**config.mk**
```make
export PLATFORM = sky130hd
export DESIGN_NAME = fdr_div
export DESIGN_NICKNAME = d
export VERILOG_FILES = /design/src/rtl/fdr_div.sv
export SDC_FILE = /design/constraint.sdc
export NUM_CORES = 2
export LEC_CHECK = 0
export ABC_AREA = 0
export BUFFER_PORTS_ARGS = -buffer_cell sky130_fd_sc_hd__buf_4
export CAP_MARGIN = 40
export CELL_PAD_IN_SITES_DETAIL_PLACEMENT = 0
export CELL_PAD_IN_SITES_GLOBAL_PLACEMENT = 1
export CORE_MARGIN = 5
export CORE_UTILIZATION = 45
export DETAILED_ROUTE_END_ITERATION = 10
export GPL_TIMING_DRIVEN = 0
export PLACE_DENSITY_LB_ADDON = 0.1
export SKIP_CTS_REPAIR_TIMING = 1
export SLEW_MARGIN = 20
export SYNTH_ARGS = -nofsm -noshare
export SYNTH_HDL_FRONTEND = slang
export SYNTH_SLANG_ARGS = --single-unit
```
**constraint.sdc**
```tcl
create_clock -name clk -period 17.7 [get_ports clk]
set_clock_uncertainty 0.15 [all_clocks]
set_input_delay 0 -clock clk [delete_from_list [all_inputs] [get_ports clk]]
set_output_delay 0 -clock clk [all_outputs]
set_load 0.01 [all_outputs]
```
**src/rtl/fdr_div.sv**
```systemverilog
// ----------------------------------------------------------------------------
// fdr_div: pipelined restoring divider, one quotient bit per stage
// Needs num < den * 2**QW; lanes share one handshake and one sideband tag.
// ----------------------------------------------------------------------------
module fdr_div #(
  parameter int LANES = 1,
  parameter int NW    = 46,
  parameter int DW    = 15,
  parameter int QW    = 31,
  parameter int TW    = 8
) (
  input  logic                      clk,
  input  logic                      rst_n,
  input  logic                      in_valid,
  output logic                      in_ready,
  input  logic [LANES-1:0][NW-1:0]  in_num,
  input  logic [LANES-1:0][DW-1:0]  in_den,
  input  logic [TW-1:0]             in_tag,
  output logic                      out_valid,
  input  logic                      out_ready,
  output logic [LANES-1:0][QW-1:0]  out_quo,
  output logic [TW-1:0]             out_tag
);

  logic                     v_r     [QW];
  logic [LANES-1:0][DW-1:0] rem_r   [QW];
  logic [LANES-1:0][QW-1:0] low_r   [QW];
  logic [LANES-1:0][DW-1:0] den_r   [QW];
  logic [TW-1:0]            tag_r   [QW];
  logic [LANES-1:0][DW-1:0] rem_nxt [QW];
  logic [LANES-1:0][QW-1:0] low_nxt [QW];
  logic [LANES-1:0][DW-1:0] den_nxt [QW];
  logic [TW-1:0]            tag_nxt [QW];
  logic                     vsrc    [QW];
  logic [QW:0]              rdy;

  // ready chain across the stages
  always_comb begin
    rdy[QW] = out_ready;
    for (int k = QW - 1; k >= 0; k--) begin
      rdy[k] = !v_r[k] || rdy[k+1];
    end
  end

  // shift one numerator bit in, subtract when it fits
  always_comb begin
    logic [DW-1:0] rem_src;
    logic [QW-1:0] low_src;
    logic [DW:0]   t;
    logic          ge;
    for (int k = 0; k < QW; k++) begin
      if (k == 0) begin
        vsrc[k]    = in_valid;
        tag_nxt[k] = in_tag;
      end else begin
        vsrc[k]    = v_r[k-1];
        tag_nxt[k] = tag_r[k-1];
      end
      for (int l = 0; l < LANES; l++) begin
        if (k == 0) begin
          rem_src       = DW'(in_num[l][NW-1:QW]);
          low_src       = in_num[l][QW-1:0];
          den_nxt[k][l] = in_den[l];
        end else begin
          rem_src       = rem_r[k-1][l];
          low_src       = low_r[k-1][l];
          den_nxt[k][l] = den_r[k-1][l];
        end
        t  = {rem_src, low_src[QW-1]};
        ge = t >= {1'b0, den_nxt[k][l]};
        rem_nxt[k][l] = ge ? DW'(t - {1'b0, den_nxt[k][l]}) : t[DW-1:0];
        low_nxt[k][l] = {low_src[QW-2:0], ge};
      end
    end
  end

  always_ff @(posedge clk) begin
    if (!rst_n) begin
      for (int k = 0; k < QW; k++) v_r[k] <= 1'b0;
    end else begin
      for (int k = 0; k < QW; k++) begin
        if (rdy[k]) v_r[k] <= vsrc[k];
      end
    end
  end

  // hold payload unless a beat enters the stage
  always_ff @(posedge clk) begin
    for (int k = 0; k < QW; k++) begin
      if (rdy[k] && vsrc[k]) begin
        rem_r[k] <= rem_nxt[k];
        low_r[k] <= low_nxt[k];
        den_r[k] <= den_nxt[k];
        tag_r[k] <= tag_nxt[k];
      end
    end
  end

  assign in_ready  = rdy[0];
  assign out_valid = v_r[QW-1];
  assign out_quo   = low_r[QW-1];
  assign out_tag   = tag_r[QW-1];

endmodule

```
Word level (Yosys, flattened, before mapping)
Memory sizes are Yosys's and may differ from the RTL's.
Cells that the tools add are included.
{ "op_classes": {"add_sub_neg": 31, "n_lt_le_gt_ge": 31, "n_mux": 218, "n_bitwise": 31, "n_reduce_logical": 93} }
{ "op_table": {"columns": ["operator", "n"], "rows": [
  [">= comparator 16 x 15 -> 1 bit", 31],
  ["2-to-1 mux 15 bit", 31],
  ["subtractor 15 bit", 31],
  ["2-to-1 mux 1 bit", 187],
  ["logical AND 1 bit", 31],
  ["zero test 1 bit", 31],
  ["logical OR 1 bit", 31],
  ["bitwise OR 1 bit", 31]
]} }
{ "word_totals": {"ff_bits": 0, "ram_bits": 2170, "in_bits": 73, "output_inout_bits": 41, "wordCells": 409, "n_memories": 5} }
{ "memory_table": {"columns": ["memory", "words", "width", "read_ports", "rd_clocked_by_memory_dff", "write_ports", "line", "text"], "rows": [
  ["low_r", 31, 31, 31, 0, 31, "27", "logic [LANES-1:0][QW-1:0] low_r [QW];"],
  ["den_r", 31, 15, 30, 0, 31, "28", "logic [LANES-1:0][DW-1:0] den_r [QW];"],
  ["rem_r", 31, 15, 30, 0, 31, "26", "logic [LANES-1:0][DW-1:0] rem_r [QW];"],
  ["tag_r", 31, 8, 31, 0, 31, "29", "logic [TW-1:0] tag_r [QW];"],
  ["v_r", 31, 1, 31, 0, 31, "25", "logic v_r [QW];"]
]} }

Depth between registers and ports, before layout
{ "depth": {"word_depth": 36, "ltp_mapped": 13, "ltp_nobuf": 11} }

Least setup slack after synthesis
No wires, ideal clock.
{ "synth_timing": {"kind": "reg-to-reg", "start": "memory v_r[30][0], in the netlist v_r[1][14]", "end": "memory v_r[2][0], in the netlist v_r[0][2] (data pin)", "setup_time_ns": 0.169, "t_arrival_ns": 7.090, "t_required_ns": 17.381, "setup_slack_ns": 10.291, "path_stages_with_launch": 10, "n_path_buf": 1, "synth_period_minus_slack_ns": 7.409, "path_cell_list": "edfxtp_1 > and4b_1 > nand4_1 > nor3_1 > and2_1 > and3_1 > and3_1 > buf_4 > a21boi_0 > and2_1"} }
{ "synth_rtl": {"columns": ["element", "line"], "rows": [
  ["start: declaration", "25"]
]} }

==> run summary <==
status: completed
TritonRoute pass-1 iters: 5
H-tree depth: 4
most common cell in the netlist: edfxtp_1
WP data required: 17.55 ns
post-synth cell types: 79
Synth area leaders: edfxtp_1, ha_1, mux2_2
total power: 0.0105 W
Fin Setup TNS: 0 ns
CP max-delay cell: nor3_1
depth of the most critical reg-to-reg path: 10
chip width: 463 µm
number of global-route vias before repair: 48410
Total Routing Usage GR: 16.7%
DR vias/cell: 5.12
Internal: 0.00843 W
EDFF count, synth: 2139
Worst slew margin: 44.3%
synthesized area: 0.0922 mm²
WS Path Type: reg2out
final setup fails: 0
Post-Place Worst Slack: 13.55 ns
aggregate global routing overflow: 0
CTS clock-pin slew for the worst setup and hold paths: 0.06 ns
asr flop ratio synth: 0%
ys flop type: edfxtp_1
pwr/cell area: 97.5 mW/mm²
commonest cells in the netlist: edfxtp_1, inv_1, ha_1
Yosys reg bits: 2140
Worst setup EP type: output port
clk root buf: clkbuf_16
Comb power frac: 2.7%
Starting Density: 45.1%
IO Port Bufs: 113
first-pass GRT wire length: 281 mm
largest net degree at the start of global routing: 54
Setup WS post-layout: 13.28 ns
syn_nets: 6608
clock insertion delay at the later pin of the skew report: 0.84 ns
DR WL/cell: 19.1 µm
die area: 0.214 mm²
Synth warnings: 0
min-delay worst type: in2reg
initial antenna violation count: 6
core area: 0.204 mm²
Reg power frac: 52.8%
Synth top area share: 69.7%
CTS Buf Count: 220
Worst Tran Pin Value: 0.824 ns
f_max: 226 MHz
register area share after synthesis: 69.7%
RSZ-0062 raised after global routing: false
Slew Viols, Final: 0
Synth area leader: edfxtp_1
maxcap violations: 0
Iter 0 DRT Violations: 3155
maximum vdd drop: 92.7 µV
Critical Path, Cell by Cell: and4b_1 -> nand4_1 -> nor3_1 -> and2_1 -> and3_1 -> and3_1 -> buf_4 -> nand4_1 -> buf_4
Vias: 48593
Post-DRT Antenna Nets: 0
Critical Path Source Type: register
NumNets Final: 7183
net switching power: 0.00210 W
fraction of final layout cells sized beyond drive strength 1: 14.7%
clock power share: 44.4%
CP peak stage delay: 0.53 ns
WP data arrival: 4.27 ns
Chip Height: 463 µm
Worst Hold Depth: 4
Leak Pwr: 39.6 nW
maximum clock insertion buffer count: 3
switch share: 19.9%
area delta synth->final: 17.1%
Post-Syn Instances: 6040
min Tclk post-route: 4.42 ns
final period utilization: 25.0%
dpl hpwl: 134 mm
# rows: 166
CTS tree: built
Mapped Avg Cell Area: 15.3 µm²
Residual DRC: 0
Ports: 114
Routed WL: 181 mm
CP max FO: 9
clock sinks: 2140
post-layout util: 52.8%
RePlAce Congestion: 0.842
Hold Vio Cnt, Final: 0
per-stage QoR:
step | std cells | hold WS (ns) | area, µm²
after floorplan | 6040 | -0.0511 | 92200
after global placement | 8841 | 0.0279 | 96400
after CTS | 9341 | -0.913 | 106000
after global routing | 9495 | 0.0164 | 108000
after detailed placement | 8929 | 0.0293 | 98900
final | 9496 | 0.0297 | 108000
power by group through the flow:
stage | Sequential (W) | Clock, W | Combinational, W
2_1_floorplan | 0.00566 | 0 | 0.000184
3_3_place_gp | 0.00567 | 0 | 0.000244
3_5_place_dp | 0.00567 | 0 | 0.000253
4_1_cts | 0.00556 | 0.00483 | 0.000255
5_1_grt | 0.00556 | 0.00505 | 0.000315
6_report | 0.00556 | 0.00468 | 0.000285
worst max-delay path, delay by kind of cell (launching register included):
| family | cells | cell delay [ns] |
|---|---|---|
| simple gates | 7 | 2.47 |
| buf+inv | 2 | 0.49 |
| flops | 1 | 0.48 |
layer usage:
metal | share of wire, % | global-route usage, % | up-vias
li1 | - | - | 23888
met1 | 45 | 22.2 | 23643
met2 | 50 | 28.6 | 771
met3 | 3.4 | 2.64 | 291
met4 | 2.5 | 4.50 | 0
met5 | 0 | 0 | -
placed cells by master (no fill, tap or decap), types with 36 or more instances in the layout:
| cell | netlist | final |
|---|---|---|
| nand2_1 | 196 | 196 |
| xor2_1 | 110 | 110 |
| dlygate4sd3_1 | 0 | 151 |
| xnor2_1 | 183 | 183 |
| mux2i_1 | 49 | 49 |
| nor2b_1 | 80 | 69 |
| nand2b_1 | 42 | 42 |
| a21o_1 | 86 | 86 |
| and2_1 | 42 | 37 |
| clkinv_1 | 0 | 45 |
| ha_1 | 465 | 465 |
| clkbuf_1 | 19 | 50 |
| buf_4 | 39 | 152 |
| inv_1 | 603 | 603 |
| edfxtp_1 | 2139 | 2139 |
| o21ai_0 | 198 | 198 |
| mux2_2 | 208 | 208 |
| mux2_4 | 59 | 59 |
| nor4_1 | 46 | 46 |
| nor2_1 | 278 | 278 |
| clkbuf_16 | 0 | 221 |
| buf_16 | 0 | 66 |
| clkinv_2 | 0 | 46 |
| a21oi_1 | 337 | 337 |
| nand3_1 | 64 | 64 |
| nand4_1 | 71 | 71 |
| o21a_1 | 103 | 103 |
| o31a_1 | 36 | 36 |
| nor3_1 | 66 | 66 |
worst paths after layout:
path	start	end	slack, ns
worst min-delay path	in_den[0]	rem_r[0][0]	0.03
worst max-delay path	v_r[1][13]	in_ready	13.28
worst max register to register	v_r[1][13]	v_r[0][0]	13.30
worst min register to register	low_r[1][391]	low_r[1][423]	0.24
state kept, by name, summed over array words and instances, names as in the netlist:
name,count
low_r,961
den_r,450
rem_r,450
tag_r,248
v_r,31
layout make-up:
cell class,count,area [µm²]
inverters,603,2260
multi-input cells,3198,25200
plain buffers,99,741
clock buffers,252,5650
well taps,2688,3360
diodes,3,7.51
fillers,16518,96300
flip-flops and latches,2140,64300
repair buffers,353,4610
clock inverters,160,1820
logic make-up after synthesis:
logic type                 Yosys count  share of synthesized area [%]
DFF                               2140                           69.7
AOI/OAI and AO/OA                 1075                           7.60
and+or+nand+nor                   1010                           5.55
buffers and inverters              702                           3.26
adders and majority gates          495                           6.96
muxes                              325                           4.14
xor gates and xnor gates           293                           2.78
Note: power is estimated with default switching activity, not from simulation.
