## src/rtl/fdr_sqrt.sv

```systemverilog
// ----------------------------------------------------------------------------
// fdr_sqrt: pipelined floor integer square root
// One root bit per stage, RW/2 stages; a sideband tag travels with each beat.
// ----------------------------------------------------------------------------
module fdr_sqrt #(
  parameter int RW = 62,
  parameter int TW = 8
) (
  input  logic            clk,
  input  logic            rst_n,
  input  logic            in_valid,
  output logic            in_ready,
  input  logic [RW-1:0]   in_rad,
  input  logic [TW-1:0]   in_tag,
  output logic            out_valid,
  input  logic            out_ready,
  output logic [RW/2-1:0] out_root,
  output logic [TW-1:0]   out_tag
);

  localparam int N    = RW / 2;
  localparam int REMW = N + 2;

  logic            v_r      [N];
  logic [REMW-1:0] rem_r    [N];
  logic [N-1:0]    root_r   [N];
  logic [RW-1:0]   rad_r    [N];
  logic [TW-1:0]   tag_r    [N];
  logic [REMW-1:0] rem_nxt  [N];
  logic [N-1:0]    root_nxt [N];
  logic [RW-1:0]   rad_nxt  [N];
  logic [TW-1:0]   tag_nxt  [N];
  logic            vsrc     [N];
  logic [N:0]      rdy;

  // ready chain: a stage moves when empty or when the next one moves
  always_comb begin
    rdy[N] = out_ready;
    for (int k = N - 1; k >= 0; k--) begin
      rdy[k] = !v_r[k] || rdy[k+1];
    end
  end

  // one digit step per stage
  always_comb begin
    logic [REMW-1:0] rem_src;
    logic [REMW-1:0] rem_x;
    logic [REMW-1:0] trial;
    logic [N-1:0]    root_src;
    logic [RW-1:0]   rad_src;
    logic            ge;
    for (int k = 0; k < N; k++) begin
      if (k == 0) begin
        rem_src    = '0;
        root_src   = '0;
        rad_src    = in_rad;
        vsrc[k]    = in_valid;
        tag_nxt[k] = in_tag;
      end else begin
        rem_src    = rem_r[k-1];
        root_src   = root_r[k-1];
        rad_src    = rad_r[k-1];
        vsrc[k]    = v_r[k-1];
        tag_nxt[k] = tag_r[k-1];
      end
      rem_x       = {rem_src[REMW-3:0], rad_src[RW-1:RW-2]};
      trial       = {root_src, 2'b01};
      ge          = rem_x >= trial;
      rem_nxt[k]  = ge ? rem_x - trial : rem_x;
      root_nxt[k] = {root_src[N-2:0], ge};
      rad_nxt[k]  = rad_src << 2;
    end
  end

  always_ff @(posedge clk) begin
    if (!rst_n) begin
      for (int k = 0; k < N; k++) v_r[k] <= 1'b0;
    end else begin
      for (int k = 0; k < N; k++) begin
        if (rdy[k]) v_r[k] <= vsrc[k];
      end
    end
  end

  // hold payload unless a beat enters the stage
  always_ff @(posedge clk) begin
    for (int k = 0; k < N; k++) begin
      if (rdy[k] && vsrc[k]) begin
        rem_r[k]  <= rem_nxt[k];
        root_r[k] <= root_nxt[k];
        rad_r[k]  <= rad_nxt[k];
        tag_r[k]  <= tag_nxt[k];
      end
    end
  end

  assign in_ready  = rdy[0];
  assign out_valid = v_r[N-1];
  assign out_root  = root_r[N-1];
  assign out_tag   = tag_r[N-1];

endmodule

```

## config.mk

```make
export PLATFORM = sky130hd
export DESIGN_NAME = fdr_sqrt
export DESIGN_NICKNAME = d
export VERILOG_FILES = /design/src/rtl/fdr_sqrt.sv
export SDC_FILE = /design/constraint.sdc
export NUM_CORES = 2
export LEC_CHECK = 0
export ABC_CLOCK_PERIOD_IN_PS = 13000
export BUFFER_PORTS_ARGS = -buffer_cell sky130_fd_sc_hd__buf_2
export CAP_MARGIN = 15
export CORE_ASPECT_RATIO = 0.7
export CORE_MARGIN = 1
export CORE_UTILIZATION = 50
export DETAILED_ROUTE_END_ITERATION = 10
export PLACE_DENSITY_LB_ADDON = 0.2
export SLEW_MARGIN = 15
export SYNTH_ARGS = -nofsm -noshare
export SYNTH_HDL_FRONTEND = slang
export SYNTH_MEMORY_MAX_BITS = 65536
export SYNTH_SLANG_ARGS = --single-unit
```

## constraint.sdc

```tcl
create_clock -name clk -period 13 [get_ports clk]
set_input_delay 3.25 -clock clk [delete_from_list [all_inputs] [get_ports clk]]
set_output_delay 3.25 -clock clk [all_outputs]
set_load 0.02 [all_outputs]
```

## After elaboration in Yosys (flattened, before gate mapping)

Memory sizes are Yosys's and may differ from the RTL's.
Index checks and enable logic that the tools add are counted.

| storage, ports and cells | value |
|---|---|
| flip-flop bits (word level) | 0 |
| latch bits | 0 |
| RAM bits | 4123 |
| bits in read-only memories | 0 |
| output and inout bits | 41 |
| logic and storage cells | 409 |
| memories | 5 |

Memories:

| memory | depth | bits a word | rd ports | clocked after memory_dff | wr ports | line | source |
|---|---|---|---|---|---|---|---|
| rad_r | 31 | 60 | 30 | 0 | 31 | 27 | `logic [RW-1:0] rad_r [N];` |
| rem_r | 31 | 33 | 30 | 0 | 31 | 25 | `logic [REMW-1:0] rem_r [N];` |
| root_r | 31 | 31 | 31 | 0 | 31 | 26 | `logic [N-1:0] root_r [N];` |
| tag_r | 31 | 8 | 31 | 0 | 31 | 28 | `logic [TW-1:0] tag_r [N];` |
| v_r | 31 | 1 | 31 | 0 | 31 | 24 | `logic v_r [N];` |

| operators by class | value |
|---|---|
| $add $sub $neg | 31 |
| multiply operators | 0 |
| div/mod/pow operators | 0 |
| $lt $le $gt $ge | 31 |
| equality and inequality tests | 0 |
| shift operators | 0 |
| mux-type cells | 218 |
| bitwise logic cells | 31 |
| reduce and logical (&&, ||, !) cells | 93 |

Operators by type and width:

| operator | count |
|---|---|
| 33-bit 2-to-1 mux | 31 |
| 33-bit greater-or-equal comparator | 30 |
| 33-bit subtractor | 30 |
| 1-bit 2-to-1 mux | 187 |
| 1-bit logical AND | 31 |
| 1-bit logical NOT | 31 |
| 1-bit logical OR | 31 |
| 1-bit bitwise OR | 31 |
| 2-bit by 1-bit subtractor with 3-bit output (second input constant) | 1 |
| 2-bit by 1-bit greater-or-equal comparator with 1-bit output (second input constant) | 1 |

## Longest topological paths before layout

An unclocked memory read counts as a cell.

| depth | value |
|---|---|
| word-level depth | 37 |
| gate-level depth with buffers | 15 |
| depth with buffers taken out | 13 |

## Worst setup path before layout

Ideal clock, no wire load.

| timing | value |
|---|---|
| kind | input -> register |
| start | input port out_ready |
| end | memory v_r[6][0] (netlist: v_r[0][6]) (data pin) |
| setup time | 0.183 ns |
| arrival | 11.481 ns |
| setup slack | 1.336 ns |
| stages | 7 |
| path buffers | 0 |
| cell sequence | and4b_1 > nand4_1 > nor4_1 > and4_1 > and2_1 > a21boi_0 > and2_1 |

RTL lines:

| item | line | source |
|---|---|---|
| start, declared | 16 | `input logic out_ready,` |
| end, declared | 24 |  |

## Final worst setup path

| timing | value |
|---|---|
| start | input port out_ready |
| end | output port in_ready |

| on the way | value |
|---|---|
| longest elaborated chain between the ends | 31 |

RTL lines:

| item | line | source |
|---|---|---|
| 1-bit logical OR (31 in a row) | 40 | `rdy[k] = !v_r[k] \|\| rdy[k+1];` |
| end, declared | 12 | `output logic in_ready,` |

No other way between the ends.

==> impl_metrics.env <==
export IMPL_outcome="finished, final reports clean"
export IMPL_crit_path_max_fanout=5
export IMPL_overflow=0
export IMPL_power_internal_mw=13.08
export IMPL_r2r_worst_path_cells=11
export IMPL_n_antenna_cell=0
export IMPL_ant_nets=0
export IMPL_p_leak_nw=46.11
export IMPL_placed_instances=11630
export IMPL_switching_power_mw=3.039
export IMPL_clock_tree_root_cell="clkbuf_16"
export IMPL_setup_repair_after_global_routing_missed_its_margin="false"
export IMPL_met1_usage=0.3084
export IMPL_setup_total_negative_slack_ps=0
export IMPL_power_density_mw_per_mm2=126.1
export IMPL_cts_buffers=240
export IMPL_vias_per_cell=5.522
export IMPL_clock_sinks=2592
export IMPL_ys_warn_count=0
export IMPL_worstSetupStartpoint="out_ready"
export IMPL_min_period_over_period=0.7540
export IMPL_holdCritPathClass="flop to flop"
export IMPL_synthFlopType="edfxtp_1"
export IMPL_final_setup_viol_count=0
export IMPL_worst_setup_path_endpoint="in_ready"
export IMPL_power_total_mw=16.12
export IMPL_fillers=18260
export IMPL_grt_start_max_net_pins=77
export IMPL_clock_tree_from_tritoncts="built"
export IMPL_number_of_global_route_vias_before_repair=62750
export IMPL_top_level_ports=115
export IMPL_p_comb_frac=0.005
export IMPL_groute_layer_met2_usage=0.2666
export IMPL_cts_repair_resized=0
export IMPL_reg2reg_to="rem_r[1][334]$_DFFE_PP_"
export IMPL_layout_drive_gt1_share=0.07805
export IMPL_sw_frac_of_total=0.1885
export IMPL_clock_power_share=0.429
export IMPL_number_of_hold_slack_violations_in_the_final_timing_report=0
export IMPL_setup_worst_path_end_class="output port"
export IMPL_seq_area_frac_synth=0.6738
export IMPL_count_of_distinct_cell_types_in_the_synthesized_netlist=97
export IMPL_grt_antenna_before_repair=1
export IMPL_globalplace_congestion=0.9264
export IMPL_max_cap_violations=0
export IMPL_met3_usage_grt=0.04034
export IMPL_setup_bufs_post_cts=0
export IMPL_die_x_um=576.5
export IMPL_ys_ff_latch=2592
export IMPL_drt_wl_total_um=227700
export IMPL_design_final_nets=9424
export IMPL_post_route_util=0.5571
export IMPL_timing_clock_skew_ps=88.39
export IMPL_final_min_clock_period_ps=9802
export IMPL_max_slew_worst_pin_slew_ps=1125
export IMPL_row_count=147
export IMPL_area_delta_synth_final_pct=10.70
export IMPL_clock_path_buffers=4
export IMPL_syn_instance_count=8530
export IMPL_maximum_single_stage_delay_on_the_critical_path_ps=450
export IMPL_path_clk_slew_ps=60
export IMPL_synth_area_mm2=0.1155
export IMPL_power_frac_seq=0.566
export IMPL_slew_viol_final=0
export IMPL_path_cells="buf_2 -> and4b_1 -> nand4_1 -> nor4_1 -> buf_4 -> and4_1 -> and4_1 -> and2_1 -> and3_1 -> and2_1 -> nand2_1 -> buf_2"
export IMPL_drcViolationCount=0
export IMPL_layout_cells_non_filler=12060
export IMPL_synth_edff_count=2591
export IMPL_initial_drc_count=6510
export IMPL_worst_skew_pair_late_latency_ps=930
export IMPL_cts_htree_levels=4
export IMPL_track_usage=0.1927
export IMPL_cts_hold_buffers_added=0
export IMPL_r2r_slack_ps=8220
export IMPL_timing_fmax_ghz=0.1020
export IMPL_io_buffers=114
export IMPL_grt_busiest_layer="met1"
export IMPL_regToRegStartpoint="root_r[1][282]$_DFFE_PP_"
export IMPL_drt_first_pass_iters=6
export IMPL_wire_per_inst_um=18.88
export IMPL_async_flop_share=0
export IMPL_chipHeight_um=404.1
export IMPL_start_util=0.5032
export IMPL_syn_mean_instance_area_um2=13.54
export IMPL_route_vias_total=66600
export IMPL_fin_worst_hold_slack_ps=370.9
export IMPL_arrival_ps=6550
export IMPL_worst_setup_path_type="input port to output port"
export IMPL_dp_final_hpwl_um=167500
export IMPL_worstSetupStartpointType="input port"
export IMPL_crit_path_top_delay_cell="nor4_1"
export IMPL_dieArea_mm2=0.2330
export IMPL_critical_path_required_ps=9750
export IMPL_postSynthNetCount=9132
export IMPL_max_slew_margin_rel=0.2498
export IMPL_grt_first_pass_wirelength_um=354300
export IMPL_design_core_area_mm2=0.2295
export IMPL_vdd_ir_drop_max_mv=0.1492
## logic make-up after synthesis
group,share of synthesized area
fa+ha+maj,0.05719
compound gates,0.08570
other cells,0.00003247
buf+inv,0.02632
simple gates,0.09637
xor+xnor,0.05459
mux,0.006012
flops,0.6738
## power groups by stage
stage	clock network, mW	registers, mW	logic (mW)
4_1_cts	7.12	9.12	0.0776
6_report	6.92	9.12	0.0764
3_3_place_gp	0	9.30	0.0744
5_1_grt	7.43	9.12	0.0857
3_5_place_dp	0	9.30	0.0773
2_1_floorplan	0	9.30	0.0473
## state kept, by name, summed over array words and instances, names as in the netlist
| signal | count |
|---|---|
| rem_r | 887 |
| tag_r | 248 |
| v_r | 31 |
| root_r | 496 |
| rad_r | 930 |
## cell usage in the layout (no fill, tap or decap), drive strengths merged, types with 30 or more instances in the layout
| master | synthesis | routed |
|---|---|---|
| clkinv | 0 | 93 |
| or2 | 53 | 53 |
| a21boi | 30 | 30 |
| o21a | 104 | 104 |
| nand2b | 117 | 117 |
| a21o | 190 | 190 |
| nor2 | 477 | 477 |
| xnor2 | 347 | 347 |
| ha | 528 | 528 |
| o21ai | 456 | 456 |
| o31ai | 71 | 71 |
| inv | 666 | 668 |
| nor3 | 229 | 229 |
| o21bai | 34 | 34 |
| mux2 | 56 | 56 |
| clkbuf | 119 | 293 |
| edfxtp | 2591 | 2591 |
| buf | 16 | 185 |
| a31oi | 53 | 53 |
| nand4 | 92 | 92 |
| nand3 | 137 | 137 |
| or3 | 91 | 91 |
| nand2 | 594 | 594 |
| xor2 | 373 | 373 |
| nor2b | 93 | 93 |
| or4 | 59 | 59 |
| o211ai | 32 | 32 |
| a211oi | 35 | 35 |
| and3 | 50 | 50 |
| nor4 | 101 | 101 |
| and2 | 57 | 57 |
| a21oi | 439 | 439 |
## cell type report
| cell class | instances | area, um^2 | area share |
|---|---|---|---|
| clock buffers | 293 | 6290 | 0.04919 |
| clock inverters | 134 | 1348 | 0.01054 |
| inverters | 666 | 2500 | 0.01955 |
| multi-input cells | 5137 | 34970 | 0.2735 |
| flip-flops and latches | 2592 | 77820 | 0.6086 |
| well taps | 3054 | 3821 | 0.02988 |
| repair buffers | 185 | 1111 | 0.008689 |
## stage by stage
stage / cell area, um^2 / setup WS (ps)
finish: 127900 / 3198
global route: 127900 / 3032
CTS: 127800 / 3229
detailed placement: 120200 / 3273
global placement: 120200 / 3135
floorplan: 115500 / 1336
## routing by layer
metal,part of all wire,wire length (um)
met1,0.50,114600
met2,0.40,90980
met3,0.078,17760
met4,0.019,4382
met5,0,0
## worst min path at each step
stage,from,end,slack (ps),depth (start not counted)
6_report,rad_r[0][764]$_DFFE_PP_,rad_r[0][826]$_DFFE_PP_,370,0
5_1_grt,rad_r[1][476]$_DFFE_PP_,rad_r[1][538]$_DFFE_PP_,370,0
4_1_cts,rad_r[0][764]$_DFFE_PP_,rad_r[0][826]$_DFFE_PP_,360,0
3_5_place_dp,rad_r[0][41]$_DFFE_PP_,rad_r[0][103]$_DFFE_PP_,400,0
3_3_place_gp,rad_r[0][66]$_DFFE_PP_,rad_r[0][128]$_DFFE_PP_,400,0
2_1_floorplan,rad_r[0][38]$_DFFE_PP_,rad_r[0][100]$_DFFE_PP_,400,0
## critical path: cells and delay by family
kind / cells / cell delay, ps
buffers and inverters: 3 / 550
AND/OR/NAND/NOR: 9 / 2730
## cell usage after synthesis (49+ instances only)
cell type  number  area, um^2
nand4_1        92       575.6
inv_1         664        2492
and3_1         49       306.5
nor4_1         97       606.8
nor3_1        228        1141
or2_2          52       325.3
a21oi_1       438        2192
ha_1          528        6606
xnor2_1       347        3039
o21ai_0       451        2257
clkbuf_1      118       442.9
nor2_1        476        1787
nand2_1       593        2226
and2_1         57       356.6
a31oi_1        53       331.6
edfxtp_1     2591       77800
o31ai_1        71       533.0
xor2_1        373        3267
or3_1          91       569.3
nand2b_1      117       732.0
mux2_2         54       608.1
nand3_1       137       685.7
nor2b_1        93       581.8
o21a_1        104       780.8
or4_1          55       412.9
a21o_1        190        1426
Note: power is estimated with default switching activity, not from simulation.
