==> src/rtl/fdr_slice.sv <==
// ----------------------------------------------------------------------------
// fdr_slice: one pipeline register stage with valid and backpressure
// Takes a beat when empty or when the downstream side takes its own beat.
// ----------------------------------------------------------------------------
module fdr_slice #(
  parameter int W = 8
) (
  input  logic         clk,
  input  logic         rst_n,
  input  logic         in_valid,
  output logic         in_ready,
  input  logic [W-1:0] in_data,
  output logic         out_valid,
  input  logic         out_ready,
  output logic [W-1:0] out_data
);

  logic         valid_r;
  logic [W-1:0] data_r;

  // advance when empty or when the beat leaves
  assign in_ready  = !valid_r || out_ready;
  assign out_valid = valid_r;
  assign out_data  = data_r;

  always_ff @(posedge clk) begin
    if (!rst_n) begin
      valid_r <= 1'b0;
    end else if (in_ready) begin
      valid_r <= in_valid;
    end
  end

  // capture payload only on an accepted beat
  always_ff @(posedge clk) begin
    if (in_ready && in_valid) begin
      data_r <= in_data;
    end
  end

endmodule

==> config.mk <==
export PLATFORM = sky130hd
export DESIGN_NAME = fdr_slice
export DESIGN_NICKNAME = d
export VERILOG_FILES = /design/src/rtl/fdr_slice.sv
export SDC_FILE = /design/constraint.sdc
export NUM_CORES = 1
export LEC_CHECK = 0
export BUFFER_PORTS_ARGS = -buffer_cell sky130_fd_sc_hd__buf_2
export CAP_MARGIN = 40
export CORE_AREA = 2 2 39 41
export DETAILED_ROUTE_END_ITERATION = 16
export DIE_AREA = 0 0 41 43
export HOLD_SLACK_MARGIN = 0.15
export PLACE_DENSITY = 0.62
export SETUP_SLACK_MARGIN = 0.02
export SYNTH_ARGS = -nofsm -noshare
export SYNTH_HDL_FRONTEND = slang
export SYNTH_SLANG_ARGS = --single-unit
==> constraint.sdc <==
create_clock -name clk -period 1.35 [get_ports clk]
set_clock_uncertainty 0.1 [all_clocks]
set_input_delay 0.27 -clock clk [delete_from_list [all_inputs] [get_ports clk]]
set_output_delay 0.27 -clock clk [all_outputs]
set_load 0.005 [all_outputs]
* Word-level counts from Yosys, hierarchy flattened
Index checks and enable logic that the tools add are counted.
Storage, ports and cells: register bits 9, bits in latches 0, bits in writable memories 0, bits in read-only memories 0, bits of input ports 12, output and inout port bits 10, logic and storage cells 5, memories kept 0
Operators by class: $add $sub $neg 0, $mul 0, div/mod/pow operators 0, order comparisons 0, equal/unequal tests 0, shift-type cells 0, multiplexer cells 0, bitwise gates (word level) 0, reduce and logical (&&, ||, !) cells 3
Operator list (number):
- 1-bit logical AND | 1
- 1-bit zero test | 1
- 1-bit logical OR | 1

* Depth between registers and ports, before layout
Gate-level depths: netlist of run 1.
depth after elaboration 3, mapped depth 2

* Worst setup path after synthesis of run 1
No wires, ideal clock.
path kind register to register, start point register valid_r, in the netlist out_valid, end point register data_r[0], in the netlist out_data[0], enable pin, arrival time 0.591 ns, path slack 0.359 ns, stages on the path, launching flop included 3, cell sequence dfxtp_1 -> nand2b_4 -> and2_4
Between the ends: word-level cells in the longest chain between the ends 3
RTL lines:
- from (decl) | RTL line 18 | logic valid_r;
- from (signal assigned) | RTL line 30 | valid_r <= in_valid;
- 1-bit zero test | RTL line 22 | assign in_ready = !valid_r || out_ready;
- 1-bit logical OR | RTL line 22
- net in_ready | RTL line 11 | output logic in_ready,
- 1-bit logical AND | RTL line 36 | if (in_ready && in_valid) begin
- to (signal assigned) | RTL line 37 | data_r <= in_data;
- to (decl) | RTL line 19 | logic [W-1:0] data_r;
The timed path passes the listed nets, and every way through them passes these cells. A chain may end at the register's enable or synchronous reset.

* Worst setup path after layout of run 1
start point input in_valid, end point register data_r[6], in the netlist out_data[6], enable pin
Between the ends: word-level cells in the longest chain between the ends 1
RTL lines:
- from (decl) | RTL line 10 | input logic in_valid,
- 1-bit logical AND | RTL line 36
Every way passes these cells.

==> impl_results.md, run 1 <==
* Post-CTS Repair Setup Buffers at 0
* Via density at 3.69
* Synth Area in XOR/XNOR at 0%
* Largest family of logic cells by synthesized area: simple AND/OR/NAND/NOR gates
* Core area at ~1400 um^2
* Cts bufs inserted at 3
* Netlist cell types at 6
* Synth Area per Inst at 22.9 um^2
* Worst-path clk slew at ~60 ps
* CTS root buf: clkbuf_4
* Pre-Repair DR Iteration Count at 1
* DRT iter0 DRCs at 0
* Final ANT Viol Nets at 0
* IO Pins at 22
* Post-synth top area share at 80.7%
* WP buf/inv at 2
* Post_cts resized at 0
* Fin crit share at between 90% and 100%
* RD Place Congestion at 0.600
* Worst Path Max Fanout at 8
* CP endpoint kind: flip-flop
* Setup violation total in the final timing report at 0
* Residual DRC count at 0
* Final WL at 700 um
* Crit-path leading delay family: buffers and inverters
* Kind of critical path: in2reg
* GRT Residual Overflow at 0
* VDD IR max at between 0.5 and 0.6 mV
* Max frequency at ~0.8 GHz
* Critical-path top delay cell: dlygate4sd3_1
* Hold Buf Count CTS at 10
* Wire per inst at between 10 and 15 um
* Type of element launching the critical path: primary input
* First-pass GRT wire length at 986 um
* Cells along the critical path: dlygate4sd3_1, buf_2, and2_4
* Largest net degree at the start of global routing at 9
* All-Layer GR Usage at a little under a tenth
* Vias in the first global route at ~250
* Multiplexer share of the synthesized area at 0%
* Synth warnings at 0
* Number of fill cells at approximately 140
* Share of layout cells above drive strength 1 at between 50% and 60%
* H-tree levels at 1
* Post-synthesis sequential area ratio at between 80% and 90%
* WP data arrival at 1100 ps
* Leakage at 0.245 nW
* Skew-Pair Late Insertion Delay at between 200 and 300 ps
* Slew @ Worst Pin at about 120 ps
* Worst Slack Setup Final at roughly 120 ps
* Yosys reg bits at 9
* Met1 GRT Util at 9.22%
* Clock sinks at 9
* Die Ht at 43 um
* Gr busiest metal: met2
* Adder-Cell Fraction of Synth Area at 0%
* Multi-input gate area at approximately 34 um^2
* Starting Density at roughly 22%
* Syn Nets at 25
* Final Slew Violations at 0
* Dpl ws at 279 ps
* Cells after synthesis at 13
* IO Port Bufs at 21
* Met3 Resource Use GR at under 10%
* Synth Area in Simple Gates at 7.56%
* CTS tree: done
* Initial antenna violation count at 0
* Total power at 602 uW
* Final Hold Viols at 0
* Cell Pwr Density at 1100 nW/um^2
* Vias at between 200 and 250
* Cell area after synthesis at between 200 and 300 um^2
* Antenna diodes at 0
* Relative slew slack at just over 90%
* Status: finished clean
* Leading post-synthesis cells by cell area: edfxtp_1 (81%), dfxtp_1 (6.7%), nand2b_4 (4.6%)
* Tmin final at ~1200 ps
* RSZ-0062 raised after global routing: no
* Required @ worst endpoint at ~1200 ps
* Sequential cell area at roughly 260 um^2
* Row count at 14
* Setup TNS at 0 ps
* Area after DPL at ~420 um^2
* Nets at 61
* Max stage delay on crit path at about 530 ps
* GRT met2 Usage at 14.1%
* Longest Clk Path Bufs at 2
* Largest area contributor in the netlist: edfxtp_1
* Die Area at about 1800 um^2
* Worst Hold Class: in2reg
* Design Area, Final at between 500 and 600 um^2
* Synth Area in Compound Gates at between 3 and 4%
* Layout area overhead at 84.5%
* Chip width at 41 um
* Max-cap violations at 0
## state kept, by name, indices dropped and copies added (netlist names)
name,cells
out_data,8
out_valid,1
## cell usage in the layout, fill, tap and decap left out
cell and n:
and2_4 1, buf_2 21, dfxtp_1 1, a21boi_2 1
edfxtp_1 8, clkbuf_4 3, clkbuf_1 1, dlygate4sd3_1 10
inv_1 1, nand2b_4 1
## layout make-up
cell class | instances | share of cell area (%)
clock buffer | 4 | 4.78
tap | 16 | 3.64
multi-input combinational | 3 | 6.15
sequential | 9 | 47.4
timing repair buffer | 31 | 37.4
inverter | 1 | 0.683
## worst min-delay path: cells and delay by family
| family | cells | cell delay, ps |
|---|---|---|
| compound gates | 1 | 50 |
| buf+inv | 1 | 70 |
| simple gates | 1 | 120 |
## metal layers
| metal | vias up | share of wire [%] |
|---|---|---|
| met5 | - | 0 |
| met2 | 25 | 43 |
| li1 | 116 | - |
| met4 | 0 | 0 |
| met3 | 0 | 16 |
| met1 | 95 | 41 |
## path summary, 6_finish.rpt
path	start	endpoint	slack, ps	cells past startpoint
min reg2reg	out_valid$_SDFFE_PN0P_	out_valid$_SDFFE_PN0P_	400	2
max	in_valid	out_data[6]$_DFFE_PP_	120	3
min	out_ready	out_valid$_SDFFE_PN0P_	200	3
max reg2reg	out_valid$_SDFFE_PN0P_	out_data[6]$_DFFE_PP_	350	2
## cell families after synthesis
family	count (synthesis)
flops	9
simple gates	2
compound gates	1
buf+inv	1
## stage by stage
step | hold WS, ps | cells | util (%)
2_1_floorplan | 269 | 13 | -
3_3_place_gp | 349 | 50 | 30.6
3_5_place_dp | 348 | 50 | 30.6
4_1_cts | 185 | 64 | 39.7
5_1_grt | 199 | 64 | 39.7
6_report | 197 | 64 | 39.7
## power by group
| group | internal, mW | total (mW) | switching, mW |
|---|---|---|---|
| clock network | 0.114 | 0.203 | 0.0897 |
| registers | 0.322 | 0.327 | 0.00485 |
| logic | 0.0472 | 0.0719 | 0.0247 |
## Yosys cell counts
cell type,n
nand2b_4,1
a21boi_2,1
inv_1,1
edfxtp_1,8
and2_4,1
dfxtp_1,1
No activity file was read; power rests on OpenSTA's default activity.
==> run 2, diff against run 1 <==
Settings changed: RECOVER_POWER from default to 50.
==> run 2 against run 1 <==
Compared with the run above:
- clock-buffer cell count did not move
- worst hold slack gained 20 ps
- largest power group unchanged
- worst setup slack got worse by 5.3 ps
- global-route usage unchanged
- combinational power down 3.6%
- non-clock buffer count is the same
- via count shrank 0.42%
- power shrank 0.33%
- final cell count stayed put
- critical endpoint unchanged
- first-iteration DRC count unchanged
- critical path type unchanged
==> impl_results.md, run 2 (same netlist as run 1, synthesis figures left out) <==
* Final Slew Violations at 0
* Die Area at between 1500 and 2000 um^2
* Type of element launching the critical path: primary input
* Starting Density at between 20 and 25%
* Chip width at approximately 41 um
* Cell Pwr Density at 1110 nW/um^2
* VDD IR max at between 0.5 and 0.6 mV
* Hold Buf Count CTS at 10
* IO Pins at 22
* Setup TNS at 0 ps
* Skew-Pair Late Insertion Delay at between 200 and 300 ps
* Wire per inst at approximately 11 um
* Worst Hold Class: in2reg
* Core area at between 1000 and 1500 um^2
* Dpl ws at between 200 and 300 ps
* Largest net degree at the start of global routing at 9
* Setup violation total in the final timing report at 0
* Final Hold Viols at 0
* Number of fill cells at between 100 and 150
* Leading cell type in the layout, fill and taps excluded: buf_2
* DRT iter0 DRCs at 0
* Kind of critical path: in2reg
* Longest Clk Path Bufs at 2
* Final ANT Viol Nets at 0
* Vias at 235
* Multi-input gate area at 30.0 um^2
* Commonest cells after routing, fill and taps aside: buf_2 (18), dlygate4sd3_1 (10), edfxtp_1 (8)
* First-pass GRT wire length at around 990 um
* Sequential cell area at 260 um^2
* Worst-path clk slew at about 60 ps
* Max-cap violations at 0
* All-Layer GR Usage at under 10%
* Post-CTS Repair Setup Buffers at 0
* CTS tree: done
* Row count at 14
* Die Ht at between 40 and 50 um
* IO Port Bufs at 21
* Vias in the first global route at approximately 250
* Pre-Repair DR Iteration Count at 1
* Layout area overhead at 81.9%
* Residual DRC count at 0
* Leakage at 0.236 nW
* Worst hold slack at 217 ps
* Post_cts resized at 0
* Max frequency at about 0.81 GHz
* Placed Cells at 50
* Relative slew slack at just over 90%
* Area after DPL at 423 um^2
* Initial antenna violation count at 0
* Slew @ Worst Pin at 130 ps
* CTS root buf: clkbuf_4
* Final Util at about two fifths
* Via density at 3.67
* RD Place Congestion at between 0.5 and 0.6
* GRT Residual Overflow at 0
* Tmin final at ~1200 ps
* H-tree levels at 1
* WP data arrival at around 1100 ps
* Worst Slack Setup Final at ~110 ps
* Status: finished clean
* Clock sinks at 9
* Final WL at 708 um
* Nets at 61
* Fin crit share at between 90 and 100%
* Post-Layout Cell Count at 64
* Cts bufs inserted at 3
* Total power at approximately 600 uW
* Antenna diodes at 0
* Worst Path Max Fanout at 8
* RSZ-0062 raised after global routing: no
* Required @ worst endpoint at roughly 1200 ps
* Design Area, Final at roughly 540 um^2
* Share of layout cells above drive strength 1 at about 48%
* Max reg flops at 8
* CP endpoint kind: flip-flop
## run 2: cell types whose count changed in the layout (fill, tap and decap cells not counted), sizes merged
cell / previous run / this run
clkbuf: 4 / 7
buf: 21 / 18
## run 2: worst max-delay path, stage by stage
cell           delay, ps
dlygate4sd3_1        530
buf_2                110
and2_4               190
## run 2: worst paths after layout
kind              slack, ps  cells past startpoint                     end                   start
hold / removal          220                      3  out_valid$_SDFFE_PN0P_               out_ready
hold reg to reg         420                      2  out_valid$_SDFFE_PN0P_  out_valid$_SDFFE_PN0P_
setup / recovery        110                      3   out_data[6]$_DFFE_PP_                in_valid
setup reg to reg        360                      2   out_data[6]$_DFFE_PP_  out_valid$_SDFFE_PN0P_
## run 2: area by class of cell
| type | count | area share (%) |
|---|---|---|
| Timing Repair Buffer | 31 | 37.2 |
| Multi-Input combinational cell | 3 | 5.54 |
| Inverter | 1 | 0.693 |
| Sequential cell | 9 | 48.0 |
| Clock buffer | 4 | 4.85 |
| Tap cell | 16 | 3.70 |
## run 2: power breakdown
group | switching (mW) | internal, mW
Sequential | 0.00506 | 0.322
Combinational | 0.0242 | 0.0451
Clock | 0.0900 | 0.114
Total | 0.119 | 0.481
## run 2: routing by layer
metal	vias to the layer above	track usage, %	part of all wire (%)
met5	-	0	0
met4	0	2.00	0
met3	0	7.85	16
met2	25	14.1	43
met1	94	9.22	42
li1	116	-	-
==> run 3, diff against run 2 <==
==> constraint.sdc (replaced) <==
create_clock -name clk -period 1.35 [get_ports clk]
set_clock_uncertainty 0.1 [all_clocks]
set_input_delay 0.27 -clock clk [delete_from_list [all_inputs] [get_ports clk]]
set_output_delay 0.27 -clock clk [all_outputs]
set_load 0.01 [all_outputs]
==> run 3 against run 2 <==
Compared with the run above:
- sequential share of layout area grew 0.11 points
- maximum frequency is the same
- flip-flop and latch count is the same
- largest power group unchanged
==> impl_results.md, run 3 (same netlist as run 1, synthesis figures left out) <==
* Status: finished clean
* Max frequency at around 0.81 GHz
* Final WL at 710 um
* Nets at just over 60
* Max reg flops at 8
* Sequential cell area at 260 um^2
* Cts bufs inserted at 3
* Initial antenna violation count at 0
* RSZ-0062 raised after global routing: no
* Cells along the critical path: dlygate4sd3_1, buf_2, and2_4
* Skew-Pair Late Insertion Delay at around 260 ps
* RD Place Congestion at between 0.5 and 0.6
* Share of layout cells above drive strength 1 at a little under half
* Psw at 126 uW
* Via density at ~3.7
* Combinational Power Share at 12.5%
* Max stage delay on crit path at about 530 ps
* Clock network fraction of total power at between 30% and 40%
* Antenna diodes at 0
* Setup TNS at 0 ps
* Clock sinks at 9
* Chip width at a little over 40 um
* Vias at 235
* Core area at between 1000 and 1500 um^2
* Worst Setup SP: in_valid
* WP data arrival at roughly 1100 ps
* Relative slew slack at approximately 91%
* H-tree levels at 1
* Starting Density at between 20% and 30%
* Number of fill cells at 145
* FF-to-FF End: out_data[6]$_DFFE_PP_
* Switching Share at ~21%
* Leading cell type in the layout, fill and taps excluded: buf_2
* Vias in the first global route at ~250
* CP endpoint kind: flip-flop
* Final Util at 39.1%
* CTS root buf: clkbuf_4
* Layout area overhead at 81.5%
* Wire per inst at 11.1 um
* First-pass GRT wire length at ~990 um
* Required @ worst endpoint at 1220 ps
* Post_cts resized at 0
* Final ANT Viol Nets at 0
* GRT Residual Overflow at 0
* Die Area at 1760 um^2
* Worst-path clk slew at approximately 60 ps
* Worst Hold Class: in2reg
* Reg-to-reg startpoint: out_valid$_SDFFE_PN0P_
* CTS tree: done
* Fin crit share at about nine tenths
* Pint at around 480 uW
* Pre-Repair DR Iteration Count at 1
* Dpl ws at between 200 and 300 ps
* Die Ht at between 40 and 50 um
* Final Slew Violations at 0
* Type of element launching the critical path: primary input
* DRT iter0 DRCs at 0
* Crit path to: out_data[6]$_DFFE_PP_
* IO Port Bufs at 21
* Row count at 14
* Worst Slack Setup Final at 111 ps
* Leakage at around 0.23 nW
* VDD IR max at about 0.52 mV
* Max-cap violations at 0
* Post-CTS Repair Setup Buffers at 0
* IO Pins at 22
* Residual DRC count at 0
* Largest net degree at the start of global routing at 9
* All-Layer GR Usage at slightly above 9%
* Kind of critical path: in2reg
* Slew @ Worst Pin at around 130 ps
* Sequential power share at around 54%
* Worst Path Max Fanout at 8
* Longest Clk Path Bufs at 2
* Final Hold Viols at 0
* Cell Pwr Density at between 1000 and 1500 nW/um^2
* HP Start: out_ready
* FF-to-FF path depth at 2
* Commonest cells after routing, fill and taps aside: buf_2 (17), dlygate4sd3_1 (10), edfxtp_1 (8)
* Multi-input gate area at approximately 30 um^2
* Worst hold slack at ~220 ps
* Setup violation total in the final timing report at 0
* Hold depth at 3
* Worst reg-to-reg setup slack at about 360 ps
* Tmin final at between 1000 and 1500 ps
* Critical-path top delay cell: dlygate4sd3_1
* Total power at slightly above 600 uW
run 3: worst min-delay path by stage:
stage                        endpoint  slack [ps]
5_1_grt        out_valid$_SDFFE_PN0P_         230
3_3_place_gp    out_data[0]$_DFFE_PP_         350
2_1_floorplan   out_data[0]$_DFFE_PP_         270
3_5_place_dp    out_data[0]$_DFFE_PP_         350
6_report       out_valid$_SDFFE_PN0P_         220
4_1_cts        out_valid$_SDFFE_PN0P_         180
run 3: area by class of cell:
class                   instances  share of cell area, %
multi-input cells               3                   5.56
repair buffers                 31                   37.0
flip-flops and latches          9                   48.1
well taps                      16                   3.70
inverters                       1                  0.694
clock buffers                   4                   4.86
run 3: what timing repair did:
action                     CTS  global route
hold endpoints to repair     9             0
setup endpoints to repair    0             0
hold buffers                10             0
run 3: metal layers:
metal	track usage, %	vias to the layer above	wire length, um
li1	-	116	-
met1	9.22	94	297
met2	14.1	25	301
met3	7.85	0	111
met4	2.00	0	0
met5	0	-	0
run 3: power groups by stage:
stage               Sequential [mW]  Combinational (mW)  Clock [mW]
finish                        0.327              0.0756       0.204
global placement              0.333              0.0556           0
floorplan                     0.342              0.0139           0
detailed placement            0.333              0.0566           0
CTS                           0.327              0.0784       0.214
global route                  0.329              0.0825       0.220
run 3: stage by stage:
step / cell area (um^2) / instances
2_1_floorplan: 298 / 13
3_3_place_gp: 423 / 50
3_5_place_dp: 423 / 50
4_1_cts: 549 / 64
5_1_grt: 541 / 64
6_report: 541 / 64
run 3: worst max-delay path, delay by kind of cell:
family | cells | cell delay, ps
buffers and inverters | 2 | 640
AND/OR/NAND/NOR | 1 | 190
